File: src/sv/rtspmf_pkg.sv
// rtspmf_pkg: shared codes, character constants and header scan state for the
// rtsp message framer. No dependencies.
`timescale 1ns / 1ps

package rtspmf_pkg;

   localparam int LENGTH_BITS_DEFAULT = 31;
   localparam logic [30:0] BODY_LIMIT_RESET = 31'd1048576;
   localparam logic [3:0] KEY_LEN = 4'd15;

   // region codes of a result beat
   localparam logic [1:0] REGION_HEADER  = 2'd0;
   localparam logic [1:0] REGION_BODY    = 2'd1;
   localparam logic [1:0] REGION_DISCARD = 2'd2;

   // error codes of a result beat
   localparam logic [1:0] ERR_NONE      = 2'd0;
   localparam logic [1:0] ERR_NO_DIGITS = 2'd1;
   localparam logic [1:0] ERR_NEGATIVE  = 2'd2;
   localparam logic [1:0] ERR_LIMIT     = 2'd3;

   localparam logic [7:0] CH_CR    = 8'h0d;
   localparam logic [7:0] CH_LF    = 8'h0a;
   localparam logic [7:0] CH_SPACE = 8'h20;
   localparam logic [7:0] CH_PLUS  = 8'h2b;
   localparam logic [7:0] CH_MINUS = 8'h2d;
   localparam logic [7:0] CH_ZERO  = 8'h30;
   localparam logic [7:0] CH_NINE  = 8'h39;
   localparam logic [7:0] CH_UP_A  = 8'h41;
   localparam logic [7:0] CH_UP_Z  = 8'h5a;
   localparam logic [7:0] CH_C     = 8'h63;

   typedef enum logic [2:0] {
      NS_NONE   = 3'd0,
      NS_SKIP   = 3'd1,
      NS_SIGN   = 3'd2,
      NS_DIGITS = 3'd3,
      NS_DONE   = 3'd4,
      NS_FAIL   = 3'd5
   } num_stage_type;

   typedef struct packed {
      logic [1:0]    term;
      logic [3:0]    key_pos;
      num_stage_type stage;
      logic          negative;
   } hdr_state_type;

   localparam hdr_state_type HDR_CLEAR = '{
      term: 2'd0, key_pos: 4'd0, stage: NS_NONE, negative: 1'b0
   };

   // lower-case "content-length:"
   function automatic logic [7:0] keyword_char(input logic [3:0] idx);
      logic [7:0] ch;
      case (idx)
         4'd0:    ch = 8'h63; // c
         4'd1:    ch = 8'h6f; // o
         4'd2:    ch = 8'h6e; // n
         4'd3:    ch = 8'h74; // t
         4'd4:    ch = 8'h65; // e
         4'd5:    ch = 8'h6e; // n
         4'd6:    ch = 8'h74; // t
         4'd7:    ch = 8'h2d; // -
         4'd8:    ch = 8'h6c; // l
         4'd9:    ch = 8'h65; // e
         4'd10:   ch = 8'h6e; // n
         4'd11:   ch = 8'h67; // g
         4'd12:   ch = 8'h74; // t
         4'd13:   ch = 8'h68; // h
         4'd14:   ch = 8'h3a; // :
         default: ch = 8'h00;
      endcase
      return ch;
   endfunction

endpackage

File: src/sv/rtspmf_req_if.sv
// rtspmf_req_if: input byte channel of the rtsp message framer.
// Valid/ready handshake; no package dependency.
`timescale 1ns / 1ps

interface rtspmf_req_if;
   logic       valid;
   logic       ready;
   logic [7:0] data_byte;
   logic       chunk_last;

   modport source (output valid, output data_byte, output chunk_last, input ready);
   modport sink   (input valid, input data_byte, input chunk_last, output ready);
endinterface

File: src/sv/rtspmf_rsp_if.sv
// rtspmf_rsp_if: result channel of the rtsp message framer.
// Valid/ready handshake; no package dependency.
`timescale 1ns / 1ps

interface rtspmf_rsp_if;
   logic        valid;
   logic        ready;
   logic [7:0]  out_byte;
   logic [1:0]  region;
   logic        message_end;
   logic [30:0] body_length;
   logic [1:0]  error_code;
   logic        chunk_failed;

   modport source (output valid, output out_byte, output region, output message_end,
                   output body_length, output error_code, output chunk_failed,
                   input ready);
   modport sink   (input valid, input out_byte, input region, input message_end,
                   input body_length, input error_code, input chunk_failed,
                   output ready);
endinterface

File: src/sv/rtsp_message_framer.sv
// rtsp_message_framer: tags each rtsp stream byte as header, body or discarded
// and marks message ends. Depends on rtspmf_pkg, rtspmf_req_if, rtspmf_rsp_if
// and rtspmf_header_scan.
// path: an accepted input beat is held in the input register, then in the result register
// throughput: one beat per cycle while rsp_chan.ready does not stall; the per-byte scan and the
//   decimal accumulate sit in the single stage between input and result registers
// reset: synchronous, active high; clears both stage valids, the parser
//   state and sets body_limit to 1048576
`timescale 1ns / 1ps

module rtsp_message_framer import rtspmf_pkg::*; #(
   parameter int LENGTH_BITS = LENGTH_BITS_DEFAULT
) (
   input  logic               clock,
   input  logic               reset,
   rtspmf_req_if.sink         req_chan,
   rtspmf_rsp_if.source       rsp_chan,
   input  logic               csr_wr_en,
   input  logic [30:0]        csr_wr_data
);

   // parser phase
   typedef enum logic [1:0] {
      PH_HEADER  = 2'd0,
      PH_BODY    = 2'd1,
      PH_DISCARD = 2'd2
   } phase_type;

   // input register stage
   logic       in_valid_ff;
   logic [7:0] in_byte_ff;
   logic       in_last_ff;

   // result register stage
   logic        out_valid_ff;
   logic [7:0]  out_byte_ff;
   logic [1:0]  out_region_ff;
   logic        out_mend_ff;
   logic [30:0] out_blen_ff;
   logic [1:0]  out_err_ff;
   logic        out_cfail_ff;

   // parser state and its next values
   phase_type              phase_ff, phase_in;
   hdr_state_type          hdr_ff, hdr_in;
   logic [LENGTH_BITS-1:0] value_ff, value_in;
   logic [LENGTH_BITS-1:0] body_left_ff, body_left_in;
   logic                   chunk_error_ff, chunk_error_in;
   logic [30:0]            body_limit_ff;

   // result beat under construction
   logic [1:0]  region_in;
   logic        mend_in;
   logic [30:0] blen_in;
   logic [1:0]  err_in;
   logic        cfail_in;

   // header scanner outputs
   hdr_state_type          scan_hdr;
   logic [LENGTH_BITS-1:0] scan_value;
   logic                   scan_end;

   logic out_adv;
   logic in_adv;

   // result slot frees when empty or taken this cycle; input stage moves into it
   assign out_adv        = !out_valid_ff || rsp_chan.ready;
   assign in_adv         = in_valid_ff && out_adv;
   assign req_chan.ready = !in_valid_ff || out_adv;

   rtspmf_header_scan #(
      .LENGTH_BITS (LENGTH_BITS)
   ) u_scan (
      .hdr_cur    (hdr_ff),
      .value_cur  (value_ff),
      .data_byte  (in_byte_ff),
      .hdr_nxt    (scan_hdr),
      .value_nxt  (scan_value),
      .header_end (scan_end)
   );

   always_comb begin
      phase_in       = phase_ff;
      hdr_in         = hdr_ff;
      value_in       = value_ff;
      body_left_in   = body_left_ff;
      chunk_error_in = chunk_error_ff;
      region_in      = REGION_HEADER;
      mend_in        = 1'b0;
      blen_in        = '0;
      err_in         = ERR_NONE;

      case (phase_ff)
         PH_BODY: begin
            region_in = REGION_BODY;
            if (body_left_ff != '0) begin
               body_left_in = body_left_ff - LENGTH_BITS'(1);
            end
            // last body beat ends the message
            if (body_left_in == '0) begin
               mend_in  = 1'b1;
               phase_in = PH_HEADER;
            end
         end
         PH_DISCARD: begin
            region_in = REGION_DISCARD;
         end
         default: begin
            // header phase, the unused code behaves the same
            phase_in = PH_HEADER;
            hdr_in   = scan_hdr;
            value_in = scan_value;
            if (scan_end) begin
               if (scan_hdr.stage == NS_NONE) begin
                  // no keyword, the header alone is the message
                  mend_in = 1'b1;
               end else if (scan_hdr.stage != NS_DIGITS && scan_hdr.stage != NS_DONE) begin
                  err_in = ERR_NO_DIGITS;
               end else if (scan_hdr.negative && scan_value != '0) begin
                  err_in = ERR_NEGATIVE;
               end else if (31'(scan_value) > body_limit_ff) begin
                  err_in = ERR_LIMIT;
               end else begin
                  blen_in = 31'(scan_value);
                  if (scan_value == '0) begin
                     mend_in = 1'b1;
                  end else begin
                     body_left_in = scan_value;
                     phase_in     = PH_BODY;
                  end
               end
               hdr_in   = HDR_CLEAR;
               value_in = '0;
               if (err_in != ERR_NONE) begin
                  phase_in       = PH_DISCARD;
                  chunk_error_in = 1'b1;
               end
            end
         end
      endcase

      // chunk status includes an error raised on this very beat
      cfail_in = in_last_ff && chunk_error_in;

      // chunk boundary: drop the error flag and resync after a discard
      if (in_last_ff) begin
         chunk_error_in = 1'b0;
         if (phase_in == PH_DISCARD) begin
            phase_in = PH_HEADER;
            hdr_in   = HDR_CLEAR;
            value_in = '0;
         end
      end
   end

   // control state
   always_ff @(posedge clock) begin
      if (reset) begin
         in_valid_ff    <= 1'b0;
         out_valid_ff   <= 1'b0;
         phase_ff       <= PH_HEADER;
         hdr_ff         <= HDR_CLEAR;
         value_ff       <= '0;
         body_left_ff   <= '0;
         chunk_error_ff <= 1'b0;
         body_limit_ff  <= BODY_LIMIT_RESET;
      end else begin
         if (req_chan.ready) begin
            in_valid_ff <= req_chan.valid;
         end
         if (out_adv) begin
            out_valid_ff <= in_valid_ff;
         end
         if (in_adv) begin
            phase_ff       <= phase_in;
            hdr_ff         <= hdr_in;
            value_ff       <= value_in;
            body_left_ff   <= body_left_in;
            chunk_error_ff <= chunk_error_in;
         end
         if (csr_wr_en) begin
            body_limit_ff <= csr_wr_data;
         end
      end
   end

   // payload registers
   always_ff @(posedge clock) begin
      if (req_chan.ready && req_chan.valid) begin
         in_byte_ff <= req_chan.data_byte;
         in_last_ff <= req_chan.chunk_last;
      end
      if (in_adv) begin
         out_byte_ff   <= in_byte_ff;
         out_region_ff <= region_in;
         out_mend_ff   <= mend_in;
         out_blen_ff   <= blen_in;
         out_err_ff    <= err_in;
         out_cfail_ff  <= cfail_in;
      end
   end

   assign rsp_chan.valid        = out_valid_ff;
   assign rsp_chan.out_byte     = out_byte_ff;
   assign rsp_chan.region       = out_region_ff;
   assign rsp_chan.message_end  = out_mend_ff;
   assign rsp_chan.body_length  = out_blen_ff;
   assign rsp_chan.error_code   = out_err_ff;
   assign rsp_chan.chunk_failed = out_cfail_ff;

   // body phase always has bytes left to count
   a_body_left: assert property (@(posedge clock) disable iff (reset)
      phase_ff == PH_BODY |-> body_left_ff != '0)
      else $error("body phase with zero bytes left");

   // discarding only happens inside a failed chunk
   a_discard_flag: assert property (@(posedge clock) disable iff (reset)
      phase_ff == PH_DISCARD |-> chunk_error_ff)
      else $error("discard phase without chunk error");

   // a blocked input beat is held in the input stage
   a_in_hold: assert property (@(posedge clock) disable iff (reset)
      in_valid_ff && !out_adv |=> in_valid_ff && $stable(in_byte_ff) && $stable(in_last_ff))
      else $error("input stage lost a stalled beat");

endmodule

File: src/sv/rtspmf_header_scan.sv
// rtspmf_header_scan: per-byte next state of the header scanners (terminator,
// keyword, length number). Combinational; uses rtspmf_pkg.
`timescale 1ns / 1ps

module rtspmf_header_scan import rtspmf_pkg::*; #(
   parameter int LENGTH_BITS = LENGTH_BITS_DEFAULT
) (
   input  hdr_state_type          hdr_cur,
   input  logic [LENGTH_BITS-1:0] value_cur,
   input  logic [7:0]             data_byte,
   output hdr_state_type          hdr_nxt,
   output logic [LENGTH_BITS-1:0] value_nxt,
   output logic                   header_end
);

   logic [7:0]             lower;
   logic                   is_digit;
   logic                   is_space;
   logic                   num_step;
   logic [LENGTH_BITS+3:0] wide;
   logic [LENGTH_BITS+3:0] accum;
   logic [LENGTH_BITS-1:0] accum_sat;
   logic [2:0]             term_nxt;

   always_comb begin
      lower    = (data_byte inside {[CH_UP_A:CH_UP_Z]}) ? data_byte + 8'd32 : data_byte;
      is_digit = data_byte inside {[CH_ZERO:CH_NINE]};
      is_space = (data_byte == CH_SPACE) || (data_byte inside {[8'd9:8'd13]});
      // value * 10 + digit, saturating at all ones
      wide      = (LENGTH_BITS + 4)'(value_cur);
      accum     = (wide << 3) + (wide << 1) + (LENGTH_BITS + 4)'(data_byte[3:0]);
      accum_sat = (|accum[LENGTH_BITS+3:LENGTH_BITS]) ? '1 : accum[LENGTH_BITS-1:0];
   end

   always_comb begin
      hdr_nxt   = hdr_cur;
      value_nxt = value_cur;
      num_step  = 1'b0;
      case (hdr_cur.stage)
         NS_NONE: begin
            if (hdr_cur.key_pos < KEY_LEN && lower == keyword_char(hdr_cur.key_pos)) begin
               hdr_nxt.key_pos = hdr_cur.key_pos + 4'd1;
            end else begin
               hdr_nxt.key_pos = (lower == CH_C) ? 4'd1 : 4'd0;
            end
            if (hdr_nxt.key_pos >= KEY_LEN) begin
               hdr_nxt.stage = NS_SKIP;
            end
         end
         NS_SKIP: begin
            if (is_space) begin
               hdr_nxt.stage = NS_SKIP;
            end else if (data_byte == CH_PLUS || data_byte == CH_MINUS) begin
               hdr_nxt.negative = (data_byte == CH_MINUS);
               hdr_nxt.stage    = NS_SIGN;
            end else begin
               num_step = 1'b1;
            end
         end
         NS_SIGN, NS_DIGITS: begin
            num_step = 1'b1;
         end
         default: begin
            num_step = 1'b0;
         end
      endcase
      if (num_step) begin
         if (is_digit) begin
            value_nxt     = accum_sat;
            hdr_nxt.stage = NS_DIGITS;
         end else begin
            hdr_nxt.stage = (hdr_cur.stage == NS_DIGITS) ? NS_DONE : NS_FAIL;
         end
      end

      // cr lf cr lf tracker, four means complete
      if (hdr_cur.term == 2'd0 || hdr_cur.term == 2'd2) begin
         term_nxt = (data_byte == CH_CR) ? 3'(hdr_cur.term) + 3'd1 : 3'd0;
      end else if (data_byte == CH_LF) begin
         term_nxt = 3'(hdr_cur.term) + 3'd1;
      end else begin
         term_nxt = (data_byte == CH_CR) ? 3'd1 : 3'd0;
      end
      hdr_nxt.term = term_nxt[1:0];
      header_end   = (term_nxt == 3'd4);
   end

endmodule

File: src/flat_wrapper.sv
// flat-port wrapper written by rule: the top's interface ports become plain ports
module rtsp_message_framer_flat import rtspmf_pkg::*;
#(
   parameter int LENGTH_BITS = LENGTH_BITS_DEFAULT
)
  (clock, reset, csr_wr_en, csr_wr_data, req_chan_valid, req_chan_data_byte, req_chan_chunk_last, req_chan_ready, rsp_chan_valid, rsp_chan_out_byte, rsp_chan_region, rsp_chan_message_end, rsp_chan_body_length, rsp_chan_error_code, rsp_chan_chunk_failed, rsp_chan_ready);
  rtspmf_req_if req_chan_i ();
  rtspmf_rsp_if rsp_chan_i ();
  input  logic clock;
  input  logic reset;
  input  logic csr_wr_en;
  input  logic [30:0] csr_wr_data;
  input wire logic [$bits(req_chan_i.valid)-1:0] req_chan_valid;
  input wire logic [$bits(req_chan_i.data_byte)-1:0] req_chan_data_byte;
  input wire logic [$bits(req_chan_i.chunk_last)-1:0] req_chan_chunk_last;
  output wire logic [$bits(req_chan_i.ready)-1:0] req_chan_ready;
  output wire logic [$bits(rsp_chan_i.valid)-1:0] rsp_chan_valid;
  output wire logic [$bits(rsp_chan_i.out_byte)-1:0] rsp_chan_out_byte;
  output wire logic [$bits(rsp_chan_i.region)-1:0] rsp_chan_region;
  output wire logic [$bits(rsp_chan_i.message_end)-1:0] rsp_chan_message_end;
  output wire logic [$bits(rsp_chan_i.body_length)-1:0] rsp_chan_body_length;
  output wire logic [$bits(rsp_chan_i.error_code)-1:0] rsp_chan_error_code;
  output wire logic [$bits(rsp_chan_i.chunk_failed)-1:0] rsp_chan_chunk_failed;
  input wire logic [$bits(rsp_chan_i.ready)-1:0] rsp_chan_ready;
  assign req_chan_i.valid = req_chan_valid;
  assign req_chan_i.data_byte = req_chan_data_byte;
  assign req_chan_i.chunk_last = req_chan_chunk_last;
  assign req_chan_ready = req_chan_i.ready;
  assign rsp_chan_valid = rsp_chan_i.valid;
  assign rsp_chan_out_byte = rsp_chan_i.out_byte;
  assign rsp_chan_region = rsp_chan_i.region;
  assign rsp_chan_message_end = rsp_chan_i.message_end;
  assign rsp_chan_body_length = rsp_chan_i.body_length;
  assign rsp_chan_error_code = rsp_chan_i.error_code;
  assign rsp_chan_chunk_failed = rsp_chan_i.chunk_failed;
  assign rsp_chan_i.ready = rsp_chan_ready;
  rtsp_message_framer #(.LENGTH_BITS(LENGTH_BITS)) u_core (.clock(clock), .reset(reset), .req_chan(req_chan_i), .rsp_chan(rsp_chan_i), .csr_wr_en(csr_wr_en), .csr_wr_data(csr_wr_data));
endmodule
File: config.mk
export PLATFORM = sky130hd
export DESIGN_NAME = rtsp_message_framer_flat
export DESIGN_NICKNAME = d
export VERILOG_FILES = /design/src/sv/rtspmf_pkg.sv /design/src/sv/rtspmf_req_if.sv /design/src/sv/rtspmf_rsp_if.sv /design/src/sv/rtsp_message_framer.sv /design/src/sv/rtspmf_header_scan.sv /design/src/flat_wrapper.sv
export SDC_FILE = /design/constraint.sdc
export NUM_CORES = 1
export LEC_CHECK = 0
export BUFFER_PORTS_ARGS = -buffer_cell sky130_fd_sc_hd__buf_2
export CORE_MARGIN = 5
export CORE_UTILIZATION = 50
export DETAILED_ROUTE_END_ITERATION = 8
export PLACE_DENSITY = 0.66
export SLEW_MARGIN = 40
export SYNTH_ARGS = -nofsm -noshare
export SYNTH_HDL_FRONTEND = slang
export SYNTH_SLANG_ARGS = --single-unit
File: constraint.sdc
create_clock -name clock -period 9.5 [get_ports clock]
set_clock_uncertainty 0.15 [all_clocks]
set_input_delay 1.425 -clock clock [delete_from_list [all_inputs] [get_ports clock]]
set_output_delay 1.425 -clock clock [all_outputs]
set_load 0.05 [all_outputs]
==> metrics.txt, run 1 <==
# TYPE chip_impl_metric gauge
chip_impl_metric{name="timing.critical_path.required",unit="ps"} 9640
chip_impl_metric{name="mappedNetlistNets",unit=""} 1618
chip_impl_metric{name="synth.yosys.seq_area_share",unit="%"} 32.44
chip_impl_metric{name="number_of_optimization_iterations_in_the_first_detailed_route_pass",unit=""} 6
chip_impl_metric{name="core_area",unit="µm²"} 24110
chip_impl_metric{name="effective_utilization_at_floorplan",unit="%"} 50.18
chip_impl_metric{name="cp_slowest_stage_delay",unit="ps"} 770
chip_impl_metric{name="final_count_of_hold_timing_violations",unit=""} 0
chip_impl_metric{name="die_area",unit="µm²"} 27400
chip_impl_metric{name="cts_sink_cnt",unit=""} 169
chip_impl_metric{name="power.density",unit="nW/µm²"} 129.8
chip_impl_metric{name="synth.distinct_cells",unit=""} 95
chip_impl_info{name="worstHoldPathType",value="register to register"} 1
chip_impl_metric{name="nNetsFinal",unit=""} 1653
chip_impl_metric{name="post-synth-top-area-fraction",unit="%"} 19.03
chip_impl_info{name="end_kind",value="register"} 1
chip_impl_info{name="clock_tree.root_cell",value="clkbuf_16"} 1
chip_impl_metric{name="drt-vias-per-instance",unit=""} 6.098
chip_impl_metric{name="cp.arrival",unit="ps"} 8340
chip_impl_metric{name="average_cell_area_after_synthesis",unit="µm²"} 8.274
chip_impl_metric{name="worst_skew_pair.late_latency",unit="ps"} 430
chip_impl_metric{name="gr-usage-all-layers",unit="%"} 26.31
chip_impl_metric{name="synth.cell_area",unit="µm²"} 12100
chip_impl_metric{name="iter_0_drt_violations",unit=""} 1032
chip_impl_metric{name="gr-total-overflow",unit=""} 0
chip_impl_metric{name="switching_power",unit="mW"} 0.5013
chip_impl_info{name="worstReg2RegEnd",value="u_core.body_left_ff[22]"} 1
chip_impl_metric{name="synth-seq-cells",unit=""} 169
chip_impl_info{name="cts_tree",value="done"} 1
chip_impl_metric{name="layoutNonFillerInstCount",unit=""} 1834
chip_impl_metric{name="postSynth.asyncResetShare",unit="%"} 0
chip_impl_info{name="critPathLaunch",value="u_core.in_byte_ff[3]"} 1
chip_impl_metric{name="max-clock-path-buffers",unit=""} 2
chip_impl_info{name="mostFrequentLayoutCells",value="nor2_1, dfxtp_1, ha_1, nand2_1, a21oi_1"} 1
chip_impl_metric{name="cts_hold_buffers",unit=""} 0
chip_impl_info{name="critical_path.reg2reg.startpoint",value="u_core.in_byte_ff[3]"} 1
chip_impl_metric{name="die-height",unit="µm"} 165.5
chip_impl_metric{name="post_route_cells_drive_above_1_share",unit="%"} 12.58
chip_impl_metric{name="worst_slew_pin_tran",unit="ps"} 907.7
chip_impl_info{name="crit_top_cell",value="a21o_1"} 1
chip_impl_metric{name="dpl.hpwl",unit="mm"} 27.10
chip_impl_metric{name="grt_antenna_before_repair",unit=""} 0
chip_impl_metric{name="max_slew_margin",unit="%"} 39.49
chip_impl_metric{name="ir_drop",unit="mV"} 0.1078
chip_impl_info{name="synth.top_cells.by_area",value="dfxtp_1, edfxtp_1, ha_1, nor2_1, a21oi_1"} 1
chip_impl_metric{name="area_growth",unit="%"} 9.837
chip_impl_info{name="synthFlopType",value="dfxtp_1"} 1
chip_impl_metric{name="detail_route.wirelength",unit="mm"} 36.30
chip_impl_metric{name="grt_pass1_wl",unit="mm"} 56.44
chip_impl_metric{name="post_cts.resized_instances",unit=""} 0
chip_impl_metric{name="intPower",unit="mW"} 1.223
chip_impl_metric{name="synthesized_instance_count",unit=""} 1462
chip_impl_metric{name="cap_viol_max_count",unit=""} 0
chip_impl_info{name="worstHoldEndpoint",value="u_core.body_left_ff[9]"} 1
chip_impl_metric{name="placed_cells_incl_taps",unit=""} 1801
chip_impl_info{name="mostFrequentLayoutCell",value="nor2_1"} 1
chip_impl_metric{name="regToRegSetupSlack",unit="ps"} 1300
chip_impl_metric{name="final_min_period_over_clock_period",unit="%"} 86.27
chip_impl_metric{name="placementRows",unit=""} 57
chip_impl_metric{name="cts_post_setup_buffers_inserted",unit=""} 0
chip_impl_metric{name="hold_path_depth",unit=""} 2
chip_impl_metric{name="reg_clk_slew_reported_paths",unit="ps"} 70
chip_impl_metric{name="postRouteAntennaNets",unit=""} 0
chip_impl_metric{name="power.total",unit="mW"} 1.724
chip_impl_metric{name="synth_enable_flop_cells",unit=""} 54
chip_impl_metric{name="grt_pass1_vias",unit=""} 10433
chip_impl_metric{name="num_antenna_cells",unit=""} 0
chip_impl_metric{name="io_buffer_count",unit=""} 91
chip_impl_info{name="min_from",value="u_core.body_left_ff[9]"} 1
chip_impl_metric{name="floorplan.io_pins",unit=""} 92
chip_impl_info{name="outcome",value="completed"} 1
chip_impl_metric{name="post-route-drc-count",unit=""} 0
chip_impl_metric{name="grt_start_max_net_pins",unit=""} 65
chip_impl_metric{name="swShare",unit="%"} 29.07
chip_impl_metric{name="p_leak",unit="nW"} 5.579
chip_impl_metric{name="cts_buffers",unit=""} 17
chip_impl_info{name="rsz0062_at_grt",value="no"} 1
chip_impl_info{name="worst_path_max_delay_cell",value="a211oi_4"} 1
chip_impl_metric{name="fp.dieW",unit="µm"} 165.5
chip_impl_metric{name="final_period_demand_of_the_worst_path",unit="ps"} 8195
chip_impl_metric{name="achievable_freq",unit="GHz"} 0.1220
chip_impl_metric{name="htree_num_levels",unit=""} 4
chip_impl_metric{name="slew_violations",unit=""} 0
chip_impl_metric{name="gpl.final_weighted_congestion",unit=""} 0.9731
chip_impl_metric{name="timing.setup.tns",unit="ps"} 0
chip_impl_info{name="largest_area_contributor_in_the_netlist",value="dfxtp_1"} 1
chip_impl_metric{name="detailroute.via_count",unit=""} 11183
chip_impl_metric{name="power_frac_comb",unit="%"} 12.7
chip_impl_metric{name="worstRegToRegCells",unit=""} 29
chip_impl_metric{name="crit_path_max_fanout",unit=""} 23
chip_impl_metric{name="timing.final.setup_violations",unit=""} 0
chip_impl_metric{name="avg_wl_per_cell",unit="µm"} 19.79
chip_impl_metric{name="clock_power_share",unit="%"} 42.1
chip_impl_info{name="worst_setup_path_start_kind",value="register"} 1
chip_impl_info{name="worst-setup-path-type",value="register to register"} 1
chip_impl_metric{name="seq_power_share",unit="%"} 45.2
chip_impl_metric{name="yosys_warnings",unit=""} 0
per-layer routing:
layer  up-vias  share of wire [%]  GRT usage, %  routed length [µm]
li1       5386                  -             -                   -
met1      5246                 44         36.38               15980
met2       448                 43         39.57               15580
met3       103                8.3         5.386                3021
met4         0                4.7         12.00                1719
met5         -                  0             0                   0
worst max path at each step:
stage / end / slack (ps) / cells after the start
after floorplan: u_core.hdr_ff[8] / 2250 / 31
after global placement: u_core.body_left_ff[23] / 1630 / 29
after CTS: u_core.body_left_ff[20] / 1460 / 29
final: u_core.body_left_ff[22] / 1300 / 29
after detailed placement: u_core.body_left_ff[20] / 1470 / 29
after global routing: u_core.body_left_ff[30] / 1000 / 29
sequential cells by signal, summed over array words and instances (netlist names), named ones only:
signal,count
u_core.rsp_chan.message_end,1
u_core.rsp_chan.chunk_failed,1
u_core.body_left_ff,31
u_core.in_byte_ff,8
u_core.in_last_ff,1
u_core.rsp_chan.out_byte,8
u_core.rsp_chan.error_code,2
u_core.chunk_error_ff,1
u_core.hdr_ff,10
u_core.rsp_chan.valid,1
u_core.value_ff,31
u_core.rsp_chan.body_length,31
u_core.rsp_chan.region,2
u_core.in_valid_ff,1
u_core.phase_ff,2
u_core.body_limit_ff,31
kinds of logic after synthesis:
| family | Yosys count | synth area share (%) |
|---|---|---|
| and+or+nand+nor | 508 | 20.35 |
| AOI/OAI and AO/OA | 410 | 23.18 |
| buffers and inverters | 184 | 6.175 |
| DFF | 169 | 32.44 |
| adders and majority gates | 111 | 11.61 |
| xor gates and xnor gates | 40 | 2.896 |
| muxes | 40 | 3.362 |
power groups by stage:
stage	clock [mW]	combinational, mW	sequential (mW)
after floorplan	0	0.127	0.826
after global placement	0	0.215	0.796
after detailed placement	0	0.216	0.796
after CTS	0.737	0.217	0.779
after global routing	0.765	0.237	0.782
final	0.726	0.219	0.780
cells in the mapped netlist (16+ instances only):
cell	n
clkbuf_1	62
a21o_1	25
o22ai_1	26
nand2_1	105
nor2_1	186
nor4_1	17
nand3_1	31
inv_1	95
a21oi_1	96
a211oi_1	16
edfxtp_1	54
ha_1	109
nand4_1	25
xnor2_1	26
mux2i_1	35
dfxtp_1	115
nor3_1	48
a22oi_1	35
o21ai_1	25
o21ai_0	65
area by class of cell:
class,count,area (µm²)
inverter,98,370.4
sequential,169,3924
multi-input combinational,1109,7446
clock inverter,13,146.4
clock buffer,19,454.2
tap,324,405.4
timing repair buffer,102,540.5
fill,2348,10820
stage by stage:
step                utilization (%)  setup WS (ps)  instance area (µm²)  hold WS, ps
global route                  55.12           1002                13290        379.0
finish                        55.12           1305                13290        342.7
global placement              52.56           1633                12670        312.2
CTS                           55.07           1462                13280        330.9
floorplan                         -           2247                12100        274.4
detailed placement            52.58           1474                12670        320.4
critical path, delay by kind of cell (launching register included):
| family | cells | cell delay, ps |
|---|---|---|
| AO/OA/AOI/OAI | 18 | 4570 |
| flip-flops | 1 | 550 |
| buffers and inverters | 4 | 640 |
| adder cells (fa/ha/maj) | 3 | 1070 |
| AND/OR/NAND/NOR | 4 | 1050 |
Power figures use the tool's default switching activity.
==> run 2: changes to the inputs <==
--- a/config.mk
+++ b/config.mk
@@ -6,11 +6,11 @@
 export NUM_CORES = 1
 export LEC_CHECK = 0
 export BUFFER_PORTS_ARGS = -buffer_cell sky130_fd_sc_hd__buf_2
-export CORE_MARGIN = 5
+export CORE_MARGIN = 3
 export CORE_UTILIZATION = 50
 export DETAILED_ROUTE_END_ITERATION = 8
-export PLACE_DENSITY = 0.66
-export SLEW_MARGIN = 40
+export PLACE_DENSITY = 0.68
+export SLEW_MARGIN = 20
 export SYNTH_ARGS = -nofsm -noshare
 export SYNTH_HDL_FRONTEND = slang
 export SYNTH_SLANG_ARGS = --single-unit
==> run 2 against run 1 <==
Net effect:
- critical path depth unchanged
- non-clock buffer count increased by 1
- sequential share of layout area about the same
- sequential power is essentially flat
- fmax up 1.7%
- first-iteration DRC count is 8.8% lower
- flip-flop and latch count stayed put
- worst hold slack better by 4.0 ps
- die area down 4.8%
- via count is 0.67% lower
==> metrics.txt, run 2 (synthesis results as in run 1) <==
# TYPE chip_impl_metric gauge
chip_impl_metric{name="post-route-drc-count",unit=""} 0
chip_impl_metric{name="timing.setup.tns",unit="ps"} 0
chip_impl_metric{name="grt_pass1_vias",unit=""} 10210
chip_impl_metric{name="crit_cells",unit=""} 29
chip_impl_metric{name="core_area",unit="µm²"} 23610
chip_impl_metric{name="nNetsFinal",unit=""} 1654
chip_impl_info{name="worst_path_max_delay_cell",value="a211oi_4"} 1
chip_impl_metric{name="timing.final.setup_violations",unit=""} 0
chip_impl_info{name="worst_setup_path_start_kind",value="register"} 1
chip_impl_metric{name="worst_skew_pair.late_latency",unit="ps"} 440
chip_impl_metric{name="ir_drop",unit="mV"} 0.09666
chip_impl_metric{name="gr-total-overflow",unit=""} 0
chip_impl_metric{name="clock_power_share",unit="%"} 42.1
chip_impl_metric{name="num_antenna_cells",unit=""} 0
chip_impl_metric{name="worst_slew_pin_tran",unit="ps"} 1101
chip_impl_metric{name="grt_antenna_before_repair",unit=""} 0
chip_impl_metric{name="achievable_freq",unit="GHz"} 0.1241
chip_impl_metric{name="cp.arrival",unit="ps"} 8190
chip_impl_info{name="worstHoldPathType",value="register to register"} 1
chip_impl_metric{name="grt_start_max_net_pins",unit=""} 78
chip_impl_metric{name="switching_power",unit="mW"} 0.5097
chip_impl_info{name="rsz0062_at_grt",value="no"} 1
chip_impl_info{name="crit_top_cell",value="a21o_1"} 1
chip_impl_metric{name="gpl.final_weighted_congestion",unit=""} 0.9717
chip_impl_metric{name="post_route_cells_drive_above_1_share",unit="%"} 12.71
chip_impl_metric{name="hold_path_depth",unit=""} 2
chip_impl_metric{name="floorplan.io_pins",unit=""} 92
chip_impl_metric{name="detail_route.wirelength",unit="mm"} 35.57
chip_impl_metric{name="max_slew_margin",unit="%"} 25.80
chip_impl_info{name="end_kind",value="register"} 1
chip_impl_metric{name="avg_wl_per_cell",unit="µm"} 19.44
chip_impl_info{name="mostFrequentLayoutCell",value="nor2_1"} 1
chip_impl_info{name="cpLargestDelayFamily",value="compound AO/OA/AOI/OAI gates"} 1
chip_impl_metric{name="dpl.hpwl",unit="mm"} 26.73
chip_impl_metric{name="p_leak",unit="nW"} 5.582
chip_impl_metric{name="final_count_of_hold_timing_violations",unit=""} 0
chip_impl_info{name="mostFrequentLayoutCells",value="nor2_1, dfxtp_1, ha_1, nand2_1, a21oi_1"} 1
chip_impl_metric{name="gr-usage-all-layers",unit="%"} 26.88
chip_impl_metric{name="power.density",unit="nW/µm²"} 129.5
chip_impl_info{name="outcome",value="completed"} 1
chip_impl_metric{name="timing.critical_path.required",unit="ps"} 9630
chip_impl_metric{name="area_growth",unit="%"} 9.785
chip_impl_info{name="worst-setup-path-type",value="register to register"} 1
chip_impl_metric{name="power_frac_comb",unit="%"} 12.5
chip_impl_metric{name="cts_post_setup_buffers_inserted",unit=""} 0
chip_impl_metric{name="layoutNonFillerInstCount",unit=""} 1830
chip_impl_metric{name="layout.filler_cells",unit=""} 2222
chip_impl_metric{name="effective_utilization_at_floorplan",unit="%"} 51.23
chip_impl_metric{name="io_buffer_count",unit=""} 91
chip_impl_metric{name="intPower",unit="mW"} 1.211
chip_impl_metric{name="iter_0_drt_violations",unit=""} 941
chip_impl_metric{name="max-clock-path-buffers",unit=""} 2
chip_impl_metric{name="seq_power_share",unit="%"} 45.4
chip_impl_metric{name="drt-vias-per-instance",unit=""} 6.070
chip_impl_metric{name="cap_viol_max_count",unit=""} 0
chip_impl_metric{name="cts_buffers",unit=""} 17
chip_impl_metric{name="detailroute.via_count",unit=""} 11108
chip_impl_metric{name="slew_violations",unit=""} 0
chip_impl_metric{name="crit_path_max_fanout",unit=""} 23
chip_impl_info{name="clock_tree.root_cell",value="clkbuf_16"} 1
chip_impl_metric{name="cp_slowest_stage_delay",unit="ps"} 740
chip_impl_metric{name="fp.dieW",unit="µm"} 161.5
chip_impl_metric{name="cts_sink_cnt",unit=""} 169
chip_impl_metric{name="die-height",unit="µm"} 161.5
chip_impl_metric{name="final_min_period_over_clock_period",unit="%"} 84.83
chip_impl_metric{name="postRouteAntennaNets",unit=""} 0
chip_impl_metric{name="placementRows",unit=""} 56
chip_impl_metric{name="htree_num_levels",unit=""} 4
chip_impl_metric{name="final_period_demand_of_the_worst_path",unit="ps"} 8059
chip_impl_metric{name="die_area",unit="µm²"} 26100
chip_impl_metric{name="swShare",unit="%"} 29.62
chip_impl_metric{name="cts_hold_buffers",unit=""} 0
chip_impl_info{name="cts_tree",value="done"} 1
chip_impl_metric{name="post_cts.resized_instances",unit=""} 0
chip_impl_metric{name="reg_clk_slew_reported_paths",unit="ps"} 80
chip_impl_metric{name="placed_cells_incl_taps",unit=""} 1798
chip_impl_metric{name="number_of_optimization_iterations_in_the_first_detailed_route_pass",unit=""} 5
chip_impl_metric{name="grt_pass1_wl",unit="mm"} 55.95
chip_impl_metric{name="worstRegToRegCells",unit=""} 29
chip_impl_metric{name="timing.critical_path.buf_inv",unit=""} 4
-- run 2: tightest hold or removal path: cells and delay by family, from the launching register on --
kind | cells | cell delay, ps
flops | 1 | 340
compound gates | 1 | 50
simple gates | 1 | 60
-- run 2: stage by stage --
stage / utilization, % / cell area (µm²) / hold WS, ps / setup WS [ps] / total power [mW]
detailed placement: 53.69 / 12680 / 334.7 / 1531 / 1.011
global placement: 53.69 / 12680 / 316.0 / 1662 / 1.009
global route: 56.24 / 13280 / 377.8 / 832.9 / 1.781
floorplan: - / 12100 / 274.4 / 2247 / 0.9523
CTS: 56.24 / 13280 / 346.3 / 1506 / 1.730
finish: 56.24 / 13280 / 346.7 / 1441 / 1.720
-- run 2: power by group through the flow --
stage,clock network [mW],logic (mW),registers (mW)
floorplan,0,0.127,0.826
global placement,0,0.213,0.796
detailed placement,0,0.214,0.797
CTS,0.734,0.215,0.780
global route,0.761,0.237,0.783
finish,0.724,0.216,0.780
-- run 2: worst paths after layout --
kind / startpoint / slack, ps / to
setup / recovery: u_core.in_byte_ff[3] / 1440 / u_core.body_left_ff[22]
hold / removal: u_core.hdr_ff[9] / 350 / u_core.hdr_ff[9]
setup reg to reg: u_core.in_byte_ff[3] / 1440 / u_core.body_left_ff[22]
hold reg to reg: u_core.hdr_ff[9] / 350 / u_core.hdr_ff[9]
-- run 2: metal layers --
metal  global-route usage (%)  routed length (µm)  vias to the layer above
li1                         -                   -                     5389
met1                    37.33               15640                     5211
met2                    41.10               15710                      437
met3                    5.104                2910                       71
met4                    11.22                1306                        0
met5                        0                   0                        -
-- run 2: cell type report --
cell class                 instances  area (µm²)  share of cell area [%]
multi-input combinational       1109        7440                   56.02
sequential                       169        3924                   29.55
timing repair buffer             103       548.0                   4.127
clock buffer                      17       425.4                   3.203
tap                              319       399.1                   3.005
inverter                          98       367.9                   2.770
clock inverter                    15       176.4                   1.328
